**config.mk**
```make
export PLATFORM = sky130hd
export DESIGN_NAME = gpio_port_register_block_unit
export DESIGN_NICKNAME = d
export VERILOG_FILES = /design/src/design/gpb_pkg.sv /design/src/design/gpb_core.sv /design/src/design/gpio_port_register_block_unit.sv
export SDC_FILE = /design/constraint.sdc
export NUM_CORES = 1
export LEC_CHECK = 0
export ABC_AREA = 1
export BUFFER_PORTS_ARGS = -buffer_cell sky130_fd_sc_hd__buf_2
export CORE_ASPECT_RATIO = 1.5
export CORE_UTILIZATION = 60
export DETAILED_ROUTE_END_ITERATION = 10
export PLACE_DENSITY_LB_ADDON = 0.15
export SETUP_SLACK_MARGIN = 0.1
export SLEW_MARGIN = 20
export SYNTH_ARGS = -nofsm -noshare
export SYNTH_HDL_FRONTEND = slang
export SYNTH_SLANG_ARGS = --single-unit
```
**constraint.sdc**
```tcl
create_clock -name clk -period 9.6 [get_ports clk]
set_clock_uncertainty 0.2 [all_clocks]
set_input_delay 1.44 -clock clk [delete_from_list [all_inputs] [get_ports clk]]
set_output_delay 1.44 -clock clk [all_outputs]
set_load 0.01 [all_outputs]
```
**src/design/gpb_pkg.sv**
```systemverilog
package gpb_pkg;

    localparam int NUM_REGS = 11;

    typedef enum logic [1:0] {
        OP_READ    = 2'd0,
        OP_WRITE   = 2'd1,
        OP_DRIVE   = 2'd2,
        OP_RELEASE = 2'd3
    } gpb_op_t;

    localparam logic [3:0] IDX_MODER = 4'd0;
    localparam logic [3:0] IDX_PUPDR = 4'd3;
    localparam logic [3:0] IDX_IDR   = 4'd4;
    localparam logic [3:0] IDX_ODR   = 4'd5;
    localparam logic [3:0] IDX_BSRR  = 4'd6;
    localparam logic [3:0] IDX_BRR   = 4'd10;
    localparam logic [3:0] IDX_LAST  = 4'(NUM_REGS - 1);

    localparam logic [1:0] MODE_INPUT  = 2'd0;
    localparam logic [1:0] MODE_OUTPUT = 2'd1;
    localparam logic [1:0] MODE_ALT    = 2'd2;
    localparam logic [1:0] PULL_UP     = 2'd1;

    typedef struct packed {
        logic [1:0]  opcode;
        logic [3:0]  reg_index;
        logic [31:0] write_data;
        logic [31:0] wr_mask;
        logic [3:0]  pin;
        logic        level;
    } gpb_req_t;

    typedef struct packed {
        logic [31:0] read_data;
        logic [15:0] out_pins;
        logic [15:0] out_changed;
        logic [15:0] in_pins;
        logic [15:0] in_changed;
    } gpb_rsp_t;

    // A driven pin follows its external source; otherwise output and alternate
    // modes reflect ODR and an input with pull-up reads high.
    function automatic logic [15:0] gpb_input_levels(
        input logic [31:0] moder,
        input logic [31:0] pupdr,
        input logic [15:0] odr,
        input logic [15:0] dmask,
        input logic [15:0] dlev
    );
        logic [15:0] lev;
        logic [1:0]  mode;
        logic [1:0]  pull;
        for (int i = 0; i < 16; i++)
        begin
            mode = moder[2*i +: 2];
            pull = pupdr[2*i +: 2];
            if (dmask[i])
            begin
                lev[i] = dlev[i];
            end
            else
            begin
                lev[i] = ((mode == MODE_OUTPUT || mode == MODE_ALT) && odr[i])
                      || (mode == MODE_INPUT && pull == PULL_UP);
            end
        end
        return lev;
    endfunction

endpackage

```
**src/design/gpb_core.sv**
```systemverilog
module gpb_core #(
    parameter int NUM_PINS = 16
) (
    input  logic             clk,
    input  logic             rst_n,
    input  logic             fire,
    input  gpb_pkg::gpb_req_t req,
    output gpb_pkg::gpb_rsp_t result
);
    import gpb_pkg::*;

    localparam logic [15:0] PinMask = 16'((32'd1 << NUM_PINS) - 32'd1);

    logic [31:0] regs_reg  [NUM_REGS];
    logic [31:0] regs_next [NUM_REGS];
    logic [15:0] dmask_reg;
    logic [15:0] dmask_next;
    logic [15:0] dlev_reg;
    logic [15:0] dlev_next;

    logic [15:0] odr_cur;
    logic [15:0] odr_new;
    logic [15:0] lev_cur;
    logic [15:0] lev_new;
    logic [31:0] cmd;
    logic [31:0] rdata;
    logic [15:0] pin_bit;
    logic        pin_ok;
    logic        pin_op;

    assign odr_cur = regs_reg[IDX_ODR][15:0] & PinMask;
    assign cmd     = req.write_data & req.wr_mask;
    assign pin_bit = 16'd1 << req.pin;
    assign pin_ok  = {1'b0, req.pin} < 5'(NUM_PINS);
    assign pin_op  = (req.opcode == OP_DRIVE || req.opcode == OP_RELEASE) && pin_ok;

    assign lev_cur = gpb_input_levels(regs_reg[IDX_MODER], regs_reg[IDX_PUPDR], odr_cur,
                                      dmask_reg, dlev_reg) & PinMask;

    always_comb
    begin
        regs_next  = regs_reg;
        dmask_next = dmask_reg;
        dlev_next  = dlev_reg;
        rdata      = '0;
        unique case (req.opcode)
            OP_READ:
            begin
                if (req.reg_index == IDX_IDR)
                begin
                    rdata              = {16'd0, lev_cur};
                    regs_next[IDX_IDR] = {16'd0, lev_cur};
                end
                else if (req.reg_index != IDX_BSRR && req.reg_index != IDX_BRR
                         && req.reg_index <= IDX_LAST)
                begin
                    rdata = regs_reg[req.reg_index];
                end
            end
            OP_WRITE:
            begin
                if (req.reg_index == IDX_BSRR)
                begin
                    regs_next[IDX_ODR] = {16'd0, ((odr_cur & ~cmd[31:16]) | cmd[15:0])
                                                 & PinMask};
                end
                else if (req.reg_index == IDX_BRR)
                begin
                    regs_next[IDX_ODR] = {16'd0, odr_cur & ~cmd[15:0] & PinMask};
                end
                else if (req.reg_index == IDX_ODR)
                begin
                    regs_next[IDX_ODR] = ((regs_reg[IDX_ODR] & ~req.wr_mask) | cmd)
                                         & {16'd0, PinMask};
                end
                else if (req.reg_index != IDX_IDR && req.reg_index <= IDX_LAST)
                begin
                    regs_next[req.reg_index] = (regs_reg[req.reg_index] & ~req.wr_mask)
                                               | cmd;
                end
            end
            OP_DRIVE:
            begin
                if (pin_ok)
                begin
                    dmask_next = dmask_reg | pin_bit;
                    dlev_next  = req.level ? (dlev_reg | pin_bit) : (dlev_reg & ~pin_bit);
                end
            end
            OP_RELEASE:
            begin
                if (pin_ok)
                begin
                    dmask_next = dmask_reg & ~pin_bit;
                end
            end
            default:
            begin
                rdata = '0;
            end
        endcase
    end

    assign odr_new = regs_next[IDX_ODR][15:0] & PinMask;
    assign lev_new = gpb_input_levels(regs_next[IDX_MODER], regs_next[IDX_PUPDR], odr_new,
                                      dmask_next, dlev_next) & PinMask;

    assign result.read_data   = rdata;
    assign result.out_pins    = odr_new;
    assign result.out_changed = odr_cur ^ odr_new;
    assign result.in_pins     = lev_new;
    assign result.in_changed  = pin_op ? ((lev_cur ^ lev_new) & pin_bit) : 16'd0;

    always_ff @(posedge clk or negedge rst_n)
    begin
        if (!rst_n)
        begin
            for (int i = 0; i < NUM_REGS; i++)
            begin
                regs_reg[i] <= (4'(i) == IDX_MODER) ? 32'hffff_ffff : 32'd0;
            end
            dmask_reg <= '0;
            dlev_reg  <= '0;
        end
        else if (fire)
        begin
            regs_reg  <= regs_next;
            dmask_reg <= dmask_next;
            dlev_reg  <= dlev_next;
        end
    end

    a_odr_in_range: assert property (@(posedge clk) disable iff (!rst_n)
        (regs_reg[IDX_ODR] & ~{16'd0, PinMask}) == 32'd0)
        else $error("ODR holds bits beyond the pin count.");

    a_dmask_in_range: assert property (@(posedge clk) disable iff (!rst_n)
        (dmask_reg & ~PinMask) == 16'd0)
        else $error("A pin beyond the pin count is marked as driven.");

    a_set_reset_zero: assert property (@(posedge clk) disable iff (!rst_n)
        regs_reg[IDX_BSRR] == 32'd0 && regs_reg[IDX_BRR] == 32'd0)
        else $error("BSRR or BRR holds a nonzero value.");

    a_idr_write_ignored: assert property (@(posedge clk) disable iff (!rst_n)
        fire && req.opcode == OP_WRITE && req.reg_index == IDX_IDR
        |=> $stable(regs_reg[IDX_IDR]))
        else $error("A write changed IDR.");

endmodule

```
**src/design/gpio_port_register_block_unit.sv**
```systemverilog
// GPIO port register block: one transaction on req is a bus read, a masked bus write, an
// external drive of one pin or its release, and each gives exactly one rsp transaction with
// read data, output levels, input levels and the pins that changed. The block accepts a
// transaction every cycle while rsp is not stalled; each one waits in the input register,
// where the whole register file update and pin evaluation happen, and then in the output
// register, from which the result on rsp can be taken when rsp is not stalled. State resets
// to MODER all ones, every other register zero, and no pin driven.
module gpio_port_register_block_unit #(
    parameter int NUM_PINS = 16
) (
    input  logic              clk,
    input  logic              rst_n,
    input  logic              req_valid,
    output logic              req_stall,
    input  gpb_pkg::gpb_req_t req,
    output logic              rsp_valid,
    input  logic              rsp_stall,
    output gpb_pkg::gpb_rsp_t rsp
);
    import gpb_pkg::*;

    logic     req_valid_reg;
    gpb_req_t req_reg;
    logic     rsp_valid_reg;
    gpb_rsp_t rsp_reg;
    gpb_rsp_t result;
    logic     advance;
    logic     fire;

    assign advance   = !rsp_valid_reg || !rsp_stall;
    assign fire      = req_valid_reg && advance;
    assign req_stall = req_valid_reg && !advance;
    assign rsp_valid = rsp_valid_reg;
    assign rsp       = rsp_reg;

    gpb_core #(
        .NUM_PINS (NUM_PINS)
    ) u_core (
        .clk    (clk),
        .rst_n  (rst_n),
        .fire   (fire),
        .req    (req_reg),
        .result (result)
    );

    always_ff @(posedge clk or negedge rst_n)
    begin
        if (!rst_n)
        begin
            req_valid_reg <= 1'b0;
            rsp_valid_reg <= 1'b0;
        end
        else
        begin
            if (!req_stall)
            begin
                req_valid_reg <= req_valid;
            end
            if (advance)
            begin
                rsp_valid_reg <= req_valid_reg;
            end
        end
    end

    always_ff @(posedge clk)
    begin
        if (req_valid && !req_stall)
        begin
            req_reg <= req;
        end
        if (fire)
        begin
            rsp_reg <= result;
        end
    end

    a_full_stalls: assert property (@(posedge clk) disable iff (!rst_n)
        req_valid_reg && rsp_valid_reg && rsp_stall |-> req_stall)
        else $error("Input taken while both stages are full and the output is stalled.");

    a_fire_gives_result: assert property (@(posedge clk) disable iff (!rst_n)
        fire |=> rsp_valid)
        else $error("A processed transaction produced no result.");

endmodule
```
==> results of run 1 <==
==> kinds of logic (layout without fill, tap and decap cells) <==
logic type | after synthesis | after routing
buffers and inverters | 516 | 614
muxes | 124 | 124
other | 0 | 1
adders and majority gates | 32 | 32
AOI/OAI and AO/OA | 391 | 391
xor gates and xnor gates | 12 | 12
DFF | 557 | 557
and+or+nand+nor | 1548 | 1548
==> critical path: cells and delay by family, from the launching register on <==
family	cells	cell delay (ns)
flip-flops	1	0.42
adder cells (fa/ha/maj)	1	0.41
AND/OR/NAND/NOR	13	1.62
AO/OA/AOI/OAI	2	0.32
buffers and inverters	3	1.73
==> cell usage in the layout (no fill, tap or decap), types with 13 or more instances in the layout <==
| master | instances |
|---|---|
| a21oi_1 | 60 |
| a21oi_2 | 13 |
| a22oi_1 | 16 |
| a31oi_1 | 15 |
| buf_2 | 175 |
| buf_4 | 25 |
| clkbuf_16 | 53 |
| clkinv_2 | 14 |
| dfrtp_1 | 354 |
| dfstp_2 | 32 |
| edfxtp_1 | 171 |
| ha_1 | 32 |
| inv_1 | 300 |
| mux2_2 | 118 |
| nand2_1 | 1192 |
| nand3_1 | 197 |
| nor2_1 | 121 |
| o21a_1 | 32 |
| o21ai_0 | 167 |
| o21ai_1 | 42 |
==> power breakdown <==
| part | switching [uW] | internal (uW) |
|---|---|---|
| Clock | 913 | 1160 |
| Sequential | 353 | 3020 |
| Combinational | 1660 | 817 |
==> cell usage after synthesis, drive strengths merged (16+ instances only) <==
cell type	number
ha	32
inv	311
nand3	199
edfxtp	171
a22oi	16
o21ai	214
mux2	124
dfrtp	354
nor2	130
nand2	1199
a21oi	73
clkbuf	121
o21a	32
buf	84
dfstp	32
==> worst max path at each step <==
stage               slack (ns)             startpoint  cells after the start                          endpoint
global placement          4.03              rsp_stall                     13  u_core.regs_reg[278]$_DFFE_PN0P_
floorplan                 4.38              rsp_stall                      4              rsp[0]$_SDFFCE_PP0P_
detailed placement        4.01              rsp_stall                     13  u_core.regs_reg[287]$_DFFE_PN0P_
CTS                       4.60  req_reg[69]$_DFFE_PP_                     21             rsp[11]$_SDFFCE_PP0P_
finish                    4.52  req_reg[69]$_DFFE_PP_                     19              rsp[9]$_SDFFCE_PP0P_
global route              4.33  req_reg[69]$_DFFE_PP_                     21             rsp[11]$_SDFFCE_PP0P_
==> area by class of cell <==
cell class / instances / area [um2]
diodes: 1 / 2.50
clock buffers: 67 / 1400
clock inverters: 30 / 279
fillers: 3667 / 14800
inverters: 311 / 1170
multi-input cells: 2107 / 10400
flip-flops and latches: 557 / 14800
well taps: 582 / 728
repair buffers: 206 / 1170
==> through the flow <==
stage	instance area (um2)	setup slack (ns)	total power (uW)	utilization
after CTS	30000	4.60	7880	0.670
final	30000	4.52	7920	0.670
after global placement	28300	4.03	5740	0.632
after floorplan	27300	4.38	4890	-
after detailed placement	28300	4.01	5800	0.632
after global routing	30000	4.33	8350	0.670
==> per-layer routing <==
layer	GRT usage	up-vias
met2	0.599	1144
met5	0	-
met3	0.0592	293
li1	-	10278
met1	0.486	10672
met4	0.267	0
==> metrics.md, run 1 <==
| Metric | Value |
|---|---|
| Routed wire length | `86900 um` |
| Post-DR wirelength/cell | `22.5 um` |
| Number of nets in the finished design | `3347` |
| Worst slew slack as a fraction of its limit | `0.234` |
| Top-Level Pins | `177` |
| Synth Instances | `3180` |
| Critical path peak fanout | `113` |
| Worst Hold Path EP | `u_core.regs_reg[149]$_DFFE_PN0P_` |
| Time the final worst path needs with I/O delays and setup | `5.08 ns` |
| Length of routed met3 wiring | `6880 um` |
| Max cap viols | `0` |
| Slowest cell on the critical path | `buf_4` |
| Largest stage delay, worst path | `0.83 ns` |
| Max Fclk | `197 MHz` |
| Area share of the largest cell type after synthesis | `0.324` |
| Share of post-route cells with drive strength above 1 | `0.150` |
| Top cell type by total area after synthesis | `dfrtp_1` |
| Largest family of logic cells by synthesized area | `simple AND/OR/NAND/NOR gates` |
| Hold-fix buffers at CTS | `0` |
| Share of synthesized cell area in and, or, nand and nor gates | `0.229` |
| Post-synthesis share of cell area spent on full adders, half adders and majority gates | `0.0147` |
| Post-synth EDFFs | `171` |
| Setup-failing EPs final | `0` |
| Root buffer cell | `clkbuf_16` |
| Total global-route track usage | `0.382` |
| Seq cells post-synth | `557` |
| CTS Buf Count | `53` |
| Top sig layer | `met4` |
| Clk sink count | `557` |
| Sequential-to-total area share from yosys stat | `0.543` |
| DP HPWL | `59400 um` |
| Number of placed instances with taps included | `3763` |
| Synth-to-layout area growth | `9.89%` |
| PortBufs | `176` |
| Starting utilization of the core area | `0.610` |
| Tightest Pin Transition | `1.15 ns` |
| Mean cell area of the mapped netlist | `8.59 um2` |
| Most Frequent Cell on Critical Path | `nand2_1` |
| Longest Clk Path Bufs | `3` |
| Status | `finished clean` |
| Worst-case register-to-register setup slack | `4.52 ns` |
| Share of cell area taken by muxes after synthesis | `0.0511` |
| Critical register-to-register path startpoint | `req_reg[69]$_DFFE_PP_` |
| Fin crit share | `0.529` |
| Wire length on met1 | `32800 um` |
| Area fraction in compound gates after synthesis | `0.0828` |
| Routability cong. | `0.985` |
| R2r worst-path depth | `19` |
| Detailed-route DRC error count | `0` |
| First drt pass iteration count | `6` |
| Sort of element at the end of the critical path | `flip-flop` |
| Startpoint type of the worst setup path | `flip-flop` |
| Number of global-route vias before repair | `22081` |
| Cell breakdown of the critical path | `buf_12, inv_4, buf_4, nand2_1, nand2_1, nand2_1, nand2_1, nand2_1, nand3_1, nand2_1, nand2_1, a21oi_2, ha_1, a21oi_1, nand2_1, nand2_1, nand2_1, nand2_1, nor2_1` |
| Area of the mapped netlist | `27300 um2` |
| Power per standard cell area | `264 nW/um2` |
| Number of library cell types mapped by synthesis | `45` |
| CTS tree | `built` |
| Die Span Y | `263 um` |
| Maximum number of pins on one net before global-route repair | `178` |
| Required time of the worst setup path | `9.74 ns` |
| Clock transition time at the flip-flop clock pins of the worst setup and hold paths | `0.06 ns` |
| Most area-consuming cells after synthesis | `dfrtp_1 32%, edfxtp_1 19%, nand2_1 16%` |
| Hold Path Depth | `0` |
| Fin. max-slew vios | `0` |
| Unrepaired setup endpoints after global routing | `false` |
| Via Count | `22387` |
| Area share of xor/xnor cells in the synthesized design | `0.00385` |
| Synthesized Nets | `3291` |
| Leak | `0.0148 uW` |
| H-tree depth | `2` |
| Met2 routed WL | `40200 um` |
| Yosys warning total | `0` |
| Area inside the core boundary | `44800 um2` |
| Chip width | `176 um` |
| Arrival time reported for the critical path endpoint | `5.22 ns` |
| Hold_sp | `u_core.regs_reg[149]$_DFFE_PN0P_` |
| First-pass GRT wire length | `132000 um` |
| Worst IR Drop VDD | `164 uV` |
| Latest clock arrival within the worst-skew pair | `0.58 ns` |
| Class of the tightest hold or removal check | `reg -> reg` |
| Worst slack on hold paths | `0.175 ns` |
| Post-CTS setup repair buffer count | `0` |
| Critical path class | `reg -> reg` |
| Async set-or-reset flop fraction in the synthesized netlist | `0.693` |
| Setup tns final | `0 ns` |
| Row cnt | `95` |
| Number of antenna violations at the first check in global routing | `0` |
| Via-to-Cell Ratio | `5.80` |
| Grt total ovfl | `0` |
| Worst reg2reg path endpoint | `rsp[9]$_SDFFCE_PP0P_` |
| 1st-iter DRT viols | `2408` |
| Hold Fails Final Rpt | `0` |
| Post-route non-filler standard cell count | `3861` |
| Number of gates given a new drive strength after cts | `0` |
| DRT antenna net count | `0` |
| Area of the die | `46400 um2` |
| Dominant register cell in the synthesized netlist | `dfrtp_1` |
| Number of flip-flops under the largest register name | `336` |
Power figures use the tool's default switching activity.
==> run 2, diff against run 1 <==
Clock period 9.6 ns to 5.2 ns, I/O delays scaled along.
==> run 2 against run 1 <==
Design area rose by 1.0%. Clock power rose by 94%. Worst hold slack got worse by 0.025 ns. Sequential power rose by 85%. Critical path depth fell by 1. Sequential share of layout area fell by 0.50 points. Die area did not move. Critical endpoint is now rsp[14]$_SDFFCE_PP0P_. Largest power group unchanged.
==> metrics.md, run 2 (synthesis results as in run 1) <==
| Metric | Value |
|---|---|
| DP HPWL | `62100 um (was 59400 um)` |
| Clock transition time at the flip-flop clock pins of the worst setup and hold paths | `0.06 ns (about the same)` |
| Number of nets in the finished design | `3369 (was 3347)` |
| Power per standard cell area | `487 nW/um2 (was 264 nW/um2)` |
| CTS tree | `built (unchanged)` |
| Number of flip-flops under the largest register name | `336 (unchanged)` |
| Status | `finished clean (unchanged)` |
| Critical register-to-register path startpoint | `req_reg[70]$_DFFE_PP_ (was req_reg[69]$_DFFE_PP_)` |
| CTS Buf Count | `53 (unchanged)` |
| Startpoint type of the worst setup path | `flip-flop (unchanged)` |
| Number of gates given a new drive strength after cts | `0 (unchanged)` |
| Latest clock arrival within the worst-skew pair | `0.61 ns (was 0.58 ns)` |
| Most frequent cells in the layout | `1192 x nand2_1, 354 x dfrtp_1, 300 x inv_1 (unchanged)` |
| Setup-failing EPs final | `0 (unchanged)` |
| Chip width | `176 um (unchanged)` |
| Fin. max-slew vios | `0 (unchanged)` |
| Power after layout | `14800 uW (was 7920 uW)` |
| Worst-case register-to-register setup slack | `1.08 ns (was 4.52 ns)` |
| Placed Area | `28500 um2 (was 28300 um2)` |
| Setup tns final | `0 ns (unchanged)` |
| 1st-iter DRT viols | `2492 (was 2408)` |
| DRT antenna net count | `0 (unchanged)` |
| Unrepaired setup endpoints after global routing | `false (unchanged)` |
| Area of the die | `46400 um2 (unchanged)` |
| Hold Path Depth | `1 (was 0)` |
| R2r worst-path depth | `18 (was 19)` |
| Detailed-route DRC error count | `0 (unchanged)` |
| Share of post-route cells with drive strength above 1 | `0.157 (was 0.150)` |
| Class of the tightest hold or removal check | `in -> reg (was reg -> reg)` |
| Maximum number of pins on one net before global-route repair | `177 (was 178)` |
| Hold Fails Final Rpt | `0 (unchanged)` |
| Number of placed instances with taps included | `3784 (was 3763)` |
| Synth-to-layout area growth | `11.0% (was 9.89%)` |
| Fin util | `0.677 (was 0.670)` |
| Time the final worst path needs with I/O delays and setup | `4.12 ns (was 5.08 ns)` |
| Worst IR Drop VDD | `350 uV (was 164 uV)` |
| Via-to-Cell Ratio | `5.84 (was 5.80)` |
| Tightest Pin Transition | `0.956 ns (was 1.15 ns)` |
| Starting utilization of the core area | `0.610 (unchanged)` |
| Routed wire length | `89100 um (was 86900 um)` |
| Leak | `0.0150 uW (was 0.0148 uW)` |
| PortBufs | `176 (unchanged)` |
| Critical path peak fanout | `93 (was 113)` |
| Die Span Y | `263 um (unchanged)` |
| Hold-fix buffers at CTS | `1 (was 0)` |
| Max Fclk | `243 MHz (was 197 MHz)` |
| Total global-route track usage | `0.392 (was 0.382)` |
| Via Count | `22679 (was 22387)` |
| Area inside the core boundary | `44800 um2 (unchanged)` |
| Number of antenna violations at the first check in global routing | `3 (was 0)` |
| Worst reg2reg path endpoint | `rsp[14]$_SDFFCE_PP0P_ (was rsp[9]$_SDFFCE_PP0P_)` |
| Arrival time reported for the critical path endpoint | `4.28 ns (was 5.22 ns)` |
| Sort of element at the end of the critical path | `flip-flop (unchanged)` |
| Critical path class | `reg -> reg (unchanged)` |
| Max cap viols | `0 (unchanged)` |
| Row cnt | `95 (unchanged)` |
| Filler cell count | `3713 (was 3667)` |
| H-tree depth | `2 (unchanged)` |
| First drt pass iteration count | `6 (unchanged)` |
| Top-Level Pins | `177 (unchanged)` |
| Number of global-route vias before repair | `22263 (was 22081)` |
| Post-DR wirelength/cell | `22.9 um (was 22.5 um)` |
| Post-route non-filler standard cell count | `3886 (was 3861)` |
| Hold_sp | `req[3] (was u_core.regs_reg[149]$_DFFE_PN0P_)` |
| Routability cong. | `1.01 (was 0.985)` |
| Clk sink count | `557 (unchanged)` |
| Root buffer cell | `clkbuf_16 (unchanged)` |
| Most common cell after layout, fill and taps aside | `nand2_1 (unchanged)` |
| Worst slew slack as a fraction of its limit | `0.362 (was 0.234)` |
| First-pass GRT wire length | `135000 um (was 132000 um)` |
| Fin crit share | `0.792 (was 0.529)` |
| Post-CTS setup repair buffer count | `0 (unchanged)` |
| Longest Clk Path Bufs | `3 (unchanged)` |
| Cell area after layout | `30300 um2 (was 30000 um2)` |
| Required time of the worst setup path | `5.36 ns (was 9.74 ns)` |
| Worst Hold Path EP | `req_reg[3]$_DFFE_PP_ (was u_core.regs_reg[149]$_DFFE_PN0P_)` |
| Grt total ovfl | `0 (unchanged)` |
-- run 2: final cells by class --
cell class,count,area (um2),area share
flip-flops and latches,557,14800,0.489
clock buffers,77,1550,0.0511
inverters,311,1170,0.0387
multi-input cells,2107,10400,0.344
diodes,1,2.50,0.0000825
clock inverters,23,245,0.00809
well taps,582,728,0.0240
repair buffers,228,1360,0.0448
-- run 2: metrics by stage --
| step | setup WS (ns) | hold slack (ns) |
|---|---|---|
| after floorplan | 0.642 | 0.229 |
| after global placement | 1.28 | 0.165 |
| after detailed placement | 1.19 | 0.166 |
| after CTS | 1.15 | 0.133 |
| after global routing | 0.822 | 0.142 |
| final | 1.08 | 0.150 |
-- run 2: worst max path at each step --
| stage | from | end | slack (ns) | cells after the start |
|---|---|---|---|---|
| after floorplan | rsp_stall | rsp[0]$_SDFFCE_PP0P_ | 0.64 | 4 |
| after global placement | req_reg[70]$_DFFE_PP_ | rsp[15]$_SDFFCE_PP0P_ | 1.28 | 20 |
| after detailed placement | req_reg[70]$_DFFE_PP_ | rsp[3]$_SDFFCE_PP0P_ | 1.19 | 20 |
| after CTS | req_reg[70]$_DFFE_PP_ | rsp[15]$_SDFFCE_PP0P_ | 1.15 | 20 |
| after global routing | req_reg[70]$_DFFE_PP_ | rsp[15]$_SDFFCE_PP0P_ | 0.82 | 20 |
| final | req_reg[70]$_DFFE_PP_ | rsp[14]$_SDFFCE_PP0P_ | 1.08 | 18 |
-- run 2: worst max-delay path, stage by stage (launching register included) --
cell and delay, ns:
edfxtp_1 0.41, buf_12 0.40, nor2_2 0.22, buf_4 0.29, o21ai_0 0.17, inv_1 0.10, nor2_4 0.13, nand3_1 0.16
nor3_4 0.20, buf_4 0.40, nor2_1 0.07, a21oi_1 0.19, ha_1 0.28, a21oi_1 0.19, nand2_1 0.11, nand2_1 0.11
nand2_1 0.06, nand2_1 0.05, nor2_1 0.04
-- run 2: layer usage --
layer | share of wire | up-vias | GRT usage
met5 | 0.00030 | - | 0
met4 | 0.079 | 4 | 0.271
met3 | 0.084 | 312 | 0.0673
met2 | 0.46 | 1245 | 0.608
met1 | 0.38 | 10784 | 0.502
li1 | - | 10334 | -
-- run 2: report_power, final --
group          internal [uW]  total (uW)  switching, uW
sequential              5580        6250            676
clock                   2320        4040           1720
combinational           1510        4470           2960
total                   9400       14800           5360
